### config.mk
export PLATFORM = sky130hd
export DESIGN_NAME = ring_buffer_deque
export DESIGN_NICKNAME = d
export VERILOG_FILES = /design/src/design/rbd_pkg.sv /design/src/design/ring_buffer_deque.sv /design/src/design/rbd_cell.sv
export SDC_FILE = /design/constraint.sdc
export NUM_CORES = 2
export LEC_CHECK = 0
export BUFFER_PORTS_ARGS = -buffer_cell sky130_fd_sc_hd__buf_4
export CELL_PAD_IN_SITES_DETAIL_PLACEMENT = 0
export CELL_PAD_IN_SITES_GLOBAL_PLACEMENT = 1
export CORE_MARGIN = 4
export CORE_UTILIZATION = 38
export CTS_CLUSTER_SIZE = 8
export DETAILED_ROUTE_END_ITERATION = 10
export GPL_TIMING_DRIVEN = 0
export PLACE_DENSITY = 0.63
export SETUP_SLACK_MARGIN = 0.3
export SKIP_CTS_REPAIR_TIMING = 1
export SYNTH_ARGS = -nofsm -noshare
export SYNTH_HDL_FRONTEND = slang
export SYNTH_SLANG_ARGS = --single-unit
### constraint.sdc
create_clock -name clk -period 5.88 [get_ports clk]
set_input_delay 0.294 -clock clk [delete_from_list [all_inputs] [get_ports clk]]
set_output_delay 0.294 -clock clk [all_outputs]
set_load 0.02 [all_outputs]
### src/design/rbd_pkg.sv
package rbd_pkg;

  localparam int VALUE_W = 32;
  localparam int CNT_W   = 5;
  localparam int OP_W    = 2;

  typedef enum logic [OP_W-1:0] {
    OP_PUSH_FRONT = 2'd0,
    OP_PUSH_BACK  = 2'd1,
    OP_POP_FRONT  = 2'd2,
    OP_POP_BACK   = 2'd3
  } op_t;

  // Broadcast from the controller to every cell of the row
  typedef struct packed {
    logic             clear;
    logic             enable;
    op_t              op;
    logic [CNT_W-1:0] count;
  } cell_ctrl_t;

endpackage

### src/design/ring_buffer_deque.sv
// Double-ended queue of up to min(DEPTH, 31) entries of 32 bits.
//
// Input stream (s_*): one transaction per operation. s_tuser carries the
// opcode (push front, push back, pop front, pop back), s_tdata the payload
// that a push stores. A push to a full queue and a pop from an empty one
// take no effect but still return a result.
// Output stream (m_*): one transaction per input transaction, in order,
// with the accepted flag, the front and back entries, the entry count and
// the empty and full flags after the operation.
// The block takes one operation every cycle unless the receiver stalls: the
// row of cells is updated at the edge the operation is taken, and the result
// is read straight from the front and back ends of the row. A new operation
// is taken whenever the result register is empty or is drained in that cycle.
// When the receiver stalls, the result holds and s_tready drops.
// The APB register capacity_in_use (address 0) sets how many entries fit;
// 0 reads as 1, values above the row length are capped. Writing it empties
// the queue. Reset empties the queue and sets capacity to min(16, DEPTH).
module ring_buffer_deque import rbd_pkg::*; #(
  parameter int DEPTH = 16
) (
  input  logic               clk,
  input  logic               rst,
  // slave side
  input  logic               s_tvalid,
  output logic               s_tready,
  input  logic [VALUE_W-1:0] s_tdata,   // [31:0] value
  input  logic [OP_W-1:0]    s_tuser,   // [1:0] op
  // master side
  output logic               m_tvalid,
  input  logic               m_tready,
  // [0] accepted, [32:1] front_value, [64:33] back_value, [69:65] count,
  // [70] is_empty, [71] is_full
  output logic [71:0]        m_tdata,
  // configuration
  input  logic               psel,
  input  logic               penable,
  input  logic               pwrite,
  input  logic [2:0]         paddr,
  input  logic [31:0]        pwdata,
  output logic [31:0]        prdata,
  output logic               pready
);

  localparam int NCELL = (DEPTH < 31) ? DEPTH : 31;
  localparam logic [CNT_W-1:0] CAP_MAX   = CNT_W'(NCELL);
  localparam logic [CNT_W-1:0] CAP_RESET = (DEPTH < 16) ? CNT_W'(DEPTH) : CNT_W'(16);

  logic [CNT_W-1:0]   capacity;
  logic [CNT_W-1:0]   cap_wdata;
  logic               cfg_hit;
  logic [CNT_W-1:0]   count;
  logic [CNT_W-1:0]   count_next;
  logic               accepted;
  logic               in_fire;
  logic               takes_effect;
  op_t                op;
  cell_ctrl_t         ctrl;
  logic [VALUE_W-1:0] a_q [NCELL];
  logic [VALUE_W-1:0] b_q [NCELL];

  // ---------------- configuration ----------------
  assign pready  = 1'b1;
  assign cfg_hit = psel & penable & pwrite & pready & ~paddr[2];
  assign prdata  = paddr[2] ? 32'd0 : {{(32 - CNT_W){1'b0}}, capacity};

  // clamp the written capacity into 1 .. row length
  always_comb begin
    cap_wdata = pwdata[CNT_W-1:0];
    if (cap_wdata == '0) begin
      cap_wdata = CNT_W'(1);
    end else if (cap_wdata > CAP_MAX) begin
      cap_wdata = CAP_MAX;
    end
  end

  always_ff @(posedge clk) begin
    if (rst) begin
      capacity <= CAP_RESET;
    end else if (cfg_hit) begin
      capacity <= cap_wdata;
    end
  end

  // ---------------- operation control ----------------
  assign s_tready = ~m_tvalid | m_tready;
  assign in_fire  = s_tvalid & s_tready;
  assign op       = op_t'(s_tuser);

  // pushes need room, pops need an entry
  always_comb begin
    unique case (op)
      OP_PUSH_FRONT, OP_PUSH_BACK: takes_effect = (count < capacity);
      OP_POP_FRONT,  OP_POP_BACK:  takes_effect = (count != '0);
      default:                     takes_effect = 1'b0;
    endcase
  end

  always_comb begin
    count_next = count;
    if (in_fire && takes_effect) begin
      if (op == OP_PUSH_FRONT || op == OP_PUSH_BACK) begin
        count_next = count + CNT_W'(1);
      end else begin
        count_next = count - CNT_W'(1);
      end
    end
  end

  always_ff @(posedge clk) begin
    if (rst || cfg_hit) begin
      count <= '0;
    end else begin
      count <= count_next;
    end
  end

  // hold the result until the receiver takes it
  always_ff @(posedge clk) begin
    if (rst) begin
      m_tvalid <= 1'b0;
      accepted <= 1'b0;
    end else if (in_fire) begin
      m_tvalid <= 1'b1;
      accepted <= takes_effect;
    end else if (m_tready) begin
      m_tvalid <= 1'b0;
    end
  end

  assign ctrl.clear  = rst | cfg_hit;
  assign ctrl.enable = in_fire & takes_effect;
  assign ctrl.op     = op;
  assign ctrl.count  = count;

  // ---------------- row of cells ----------------
  // Cell 0 is the front in the a chain and the back in the b chain; a new entry
  // enters cell 0 of its own end's chain and the first free cell of the other; vacated cells read as zero.
  for (genvar i = 0; i < NCELL; i++) begin : g_cell
    logic [VALUE_W-1:0] a_prev;
    logic [VALUE_W-1:0] b_prev;
    logic [VALUE_W-1:0] a_succ;
    logic [VALUE_W-1:0] b_succ;

    if (i == 0) begin : g_head
      assign a_prev = s_tdata;
      assign b_prev = s_tdata;
    end else begin : g_body
      assign a_prev = a_q[i-1];
      assign b_prev = b_q[i-1];
    end

    if (i == NCELL - 1) begin : g_tail
      assign a_succ = '0;
      assign b_succ = '0;
    end else begin : g_link
      assign a_succ = a_q[i+1];
      assign b_succ = b_q[i+1];
    end

    rbd_cell #(
      .INDEX(i)
    ) u_cell (
      .clk    (clk),
      .ctrl   (ctrl),
      .value  (s_tdata),
      .a_prev (a_prev),
      .a_succ (a_succ),
      .b_prev (b_prev),
      .b_succ (b_succ),
      .a      (a_q[i]),
      .b      (b_q[i])
    );
  end

  // ---------------- result ----------------
  assign m_tdata = {capacity == count, count == '0, count, b_q[0], a_q[0], accepted};

  // ---------------- assertions ----------------
  a_count_in_range: assert property (@(posedge clk) disable iff (rst)
    count <= capacity)
    else $error("entry count above capacity");

  a_empty_reads_zero: assert property (@(posedge clk) disable iff (rst)
    (count == '0) |-> (a_q[0] == '0 && b_q[0] == '0))
    else $error("empty queue shows a nonzero entry");

  a_refused_push_holds: assert property (@(posedge clk) disable iff (rst)
    (in_fire && !cfg_hit && count == capacity &&
     (op == OP_PUSH_FRONT || op == OP_PUSH_BACK))
      |=> ($stable(count) && !accepted))
    else $error("push into a full queue changed the count");

  a_stall_blocks_input: assert property (@(posedge clk) disable iff (rst)
    (m_tvalid && !m_tready) |-> !s_tready)
    else $error("input taken while result is stalled");

endmodule

### src/design/rbd_cell.sv
// One position of the deque: a holds the entry at this distance from the
// front, b the entry at this distance from the back.
module rbd_cell import rbd_pkg::*; #(
  parameter int INDEX = 0
) (
  input  logic               clk,
  input  cell_ctrl_t         ctrl,
  input  logic [VALUE_W-1:0] value,
  input  logic [VALUE_W-1:0] a_prev,
  input  logic [VALUE_W-1:0] a_succ,
  input  logic [VALUE_W-1:0] b_prev,
  input  logic [VALUE_W-1:0] b_succ,
  output logic [VALUE_W-1:0] a,
  output logic [VALUE_W-1:0] b
);

  logic hit_free;
  logic hit_last;

  // first free position, and last held position
  assign hit_free = (ctrl.count == CNT_W'(INDEX));
  assign hit_last = (ctrl.count == CNT_W'(INDEX + 1));

  always_ff @(posedge clk) begin
    if (ctrl.clear) begin
      a <= '0;
      b <= '0;
    end else if (ctrl.enable) begin
      unique case (ctrl.op)
        OP_PUSH_FRONT: begin
          a <= a_prev;
          if (hit_free) b <= value;
        end
        OP_PUSH_BACK: begin
          b <= b_prev;
          if (hit_free) a <= value;
        end
        OP_POP_FRONT: begin
          a <= a_succ;
          if (hit_last) b <= '0;
        end
        OP_POP_BACK: begin
          b <= b_succ;
          if (hit_last) a <= '0;
        end
        default: begin
          a <= a;
        end
      endcase
    end
  end

endmodule

==> results.ini <==
[detailed_routing]
viasPerCell=6.215
drt_iter0_markers=7325
wl_um=303100
vias=58790
drc=0
post_drt_wl_per_cell_um=32.04
drt_first_pass_iters=8
ant_nets=0

[critical_path]
crit_path_end_kind=flip-flop
crit_top_cell=buf_2
slowest_stage=buf_2
cp_top_family=buffers and inverters
crit_fanout=10
cp-start-kind=flip-flop
slowest_delay_ns=0.72
startpoint=count[0]
ff2ff_setup_slack_ns=1.90
path_class=reg -> reg
crit_chain=inv_1, ha_1, nor4b_4, nand4b_1, a21bo_1, buf_6, buf_2, buf_2, buf_2, a21oi_1, a211oi_1
rr_worst_depth=11
crit_arrival_ns=4.64
required_ns=6.54
cp_num_buf_inv=5
reg2reg_from=count[0]
rr_endpoint=g_cell[5].u_cell.b[0]

[power]
intPower_mw=13.82
power_switching_mw=7.826
peakVddDrop_uv=199.8
pwr-share-seq=0.389
pwr-share-clk=0.370
p_sw_frac=0.3615
power_density_nw_per_um2=338.9
leakage_nw=19.37
p_comb_frac=0.240

[synth]
netlist.area_leader.share=0.3686
synth_mux_area_frac=0.0007116
synth_top_cell_by_area=dfxtp_1
synth_cell_types=41
synth_edf_count=0
synth-xor-area-share=0.0003113
ys_top_cells_by_count=2924 x a21oi_1, 1036 x dfxtp_1, 1007 x nand2_1
synthAdderAreaFrac=0.002224
synthSimpleGateAreaFrac=0.08546
syn_avg_cell_area_sq_um=7.824
ys_seq_area_frac=0.3686
synth_cells=7192
synth_top_family_by_area=compound AO/OA/AOI/OAI gates
yosysMostFrequentCell=a21oi_1
yosysWarnings=0
synth_compound_area_frac=0.4621
synth-seq-cells=1036
ys_async_sr_fraction=0
synth.area.top_cells=dfxtp_1 37%, a21oi_1 26%, a211oi_2 15%, nand2_1 6.7%, a211oi_1 3.6%
synth_flop_cell=dfxtp_1
syn_area_sq_um=56270

[timing]
finalSetupTns_ns=0
tightest_slew_ns=1.537
hold_ws_ns=0.005131
fin_crit_ns=3.983
finalCritPeriodShare=0.6774
setup_viol=0
hold_viol=0
fin_ws_ns=1.897
max_freq_ghz=0.2510
rsz0062_at_grt=no
maxSlewViolCount=75
relSlewSlack=-0.02498
fin_skew_ns=0.02376

[floorplanning]
die_area_sq_um=154300
die_height_um=392.8
die_x_um=392.8
num_rows=140
core_sq_um=146400
ios=183
start_util=0.3842

[global_routing]
grt_pass1_wl_um=423100
first_global_vias=54720
grtUsageTotal=0.3792
antenna_found_initial=17
grt_max_degree=17
grt_overflow=0

[clock_tree]
clkTransAtPathRegs_ns=0.05
cts.root.buffer_cell=clkbuf_16
cts_buffers=148
clk_path_buf_depth=3
clk_latency_ns=0.78
cts.sinks=1036
cts_tree=done
htree_levels=4

[worst_hold_path]
hold_path.class=in -> reg
min_to=capacity[4]
worstHoldPathCells=4
hold_start=penable

[placement]
place_hpwl_um=241300
place_area_sq_um=59720
place_ws_ns=1.777
port_buffers=124
place.gp.congestion=1.064

[status]
status=complete, but fails checks
failed_checks=capacitance limit, slew limit

[layout]
layout-drive-gt1-share=0.1792
final_area_sq_um=63890
synthToLayoutAreaGrowth_pct=13.55
final_util=0.4363
n_fill_cell=15400
nNetsFinal=7593

[flow_run]
maxCapViolCount=9

-- flip-flops by register name, summed over array words and instances (netlist names) --
register,count
capacity,5
g_cell.u_cell.b,512
count,5
m_tvalid,1
g_cell.u_cell.a,512
accepted,1
-- metal layers --
| layer | up-vias | share of wire | track usage |
|---|---|---|---|
| li1 | 26760 | - | - |
| met1 | 28380 | 0.46 | 0.5487 |
| met2 | 3207 | 0.40 | 0.5267 |
| met3 | 444 | 0.11 | 0.1122 |
| met4 | 0 | 0.039 | 0.1384 |
| met5 | - | 0 | 0 |
-- worst max path at each step --
stage | slack [ns] | depth (start not counted) | to
floorplan | 3.66 | 11 | g_cell[13].u_cell.a[10]
global placement | 1.38 | 8 | g_cell[1].u_cell.b[0]
detailed placement | 1.78 | 8 | g_cell[10].u_cell.a[0]
CTS | 2.07 | 11 | g_cell[14].u_cell.a[19]
global route | 1.92 | 11 | g_cell[5].u_cell.a[30]
finish | 1.90 | 11 | g_cell[5].u_cell.b[0]
-- power by group through the flow --
stage	Sequential, mW	Clock, mW	Combinational (mW)
floorplan	8.26	0	3.25
CTS	8.37	8.07	5.04
finish	8.43	8.02	5.21
global route	8.47	8.31	5.49
global placement	8.50	0	4.97
detailed placement	8.52	0	5.02
-- cells by family (layout without fill, tap and decap cells) --
logic type | count (synthesis) | in the layout
AO/OA/AOI/OAI | 4016 | 4016
AND/OR/NAND/NOR | 1180 | 1180
flip-flops | 1036 | 1036
buffers and inverters | 942 | 1256
adder cells (fa/ha/maj) | 10 | 10
multiplexers | 4 | 4
other | 2 | 39
XOR/XNOR | 2 | 2
-- tightest hold or removal path, delay by kind of cell --
kind	cells	cell delay, ns
compound gates	1	0.12
buf+inv	1	0.11
simple gates	2	0.21
-- cell type report --
| cell class | instances | area [sq um] | share of cell area |
|---|---|---|---|
| clock inverters | 10 | 113.9 | 0.001782 |
| well taps | 1917 | 2399 | 0.03754 |
| repair buffers | 139 | 1101 | 0.01723 |
| flip-flops and latches | 1036 | 20740 | 0.3246 |
| clock buffers | 165 | 3874 | 0.06063 |
| plain buffers | 899 | 4382 | 0.06858 |
| inverters | 43 | 161.4 | 0.002526 |
| diodes | 11 | 27.53 | 0.0004308 |
| multi-input cells | 5240 | 31100 | 0.4867 |
-- cells in the final DEF (no fill, tap or decap), drive strengths merged, types with 3 or more instances in the layout --
| master | n |
|---|---|
| or2 | 4 |
| mux2i | 4 |
| and3 | 3 |
| clkinv | 3 |
| nor2 | 15 |
| dlygate4sd3 | 13 |
| buf | 516 |
| and2 | 26 |
| a211oi | 962 |
| a21oi | 2924 |
| nand3 | 34 |
| diode | 11 |
| inv | 50 |
| nand4 | 32 |
| nor3 | 6 |
| nand4b | 3 |
| o21ai | 123 |
| dfxtp | 1036 |
| clkbuf | 674 |
| ha | 10 |
| or3 | 4 |
| nor2b | 35 |
| nand2b | 6 |
| nand2 | 1007 |
| conb | 28 |
-- through the flow --
stage / total power [mW] / cells
6_report: 21.65 / 9460
3_5_place_dp: 13.53 / 9260
4_1_cts: 21.48 / 9435
3_3_place_gp: 13.47 / 9259
5_1_grt: 22.27 / 9449
2_1_floorplan: 11.51 / 7218
Power figures use the tool's default switching activity.
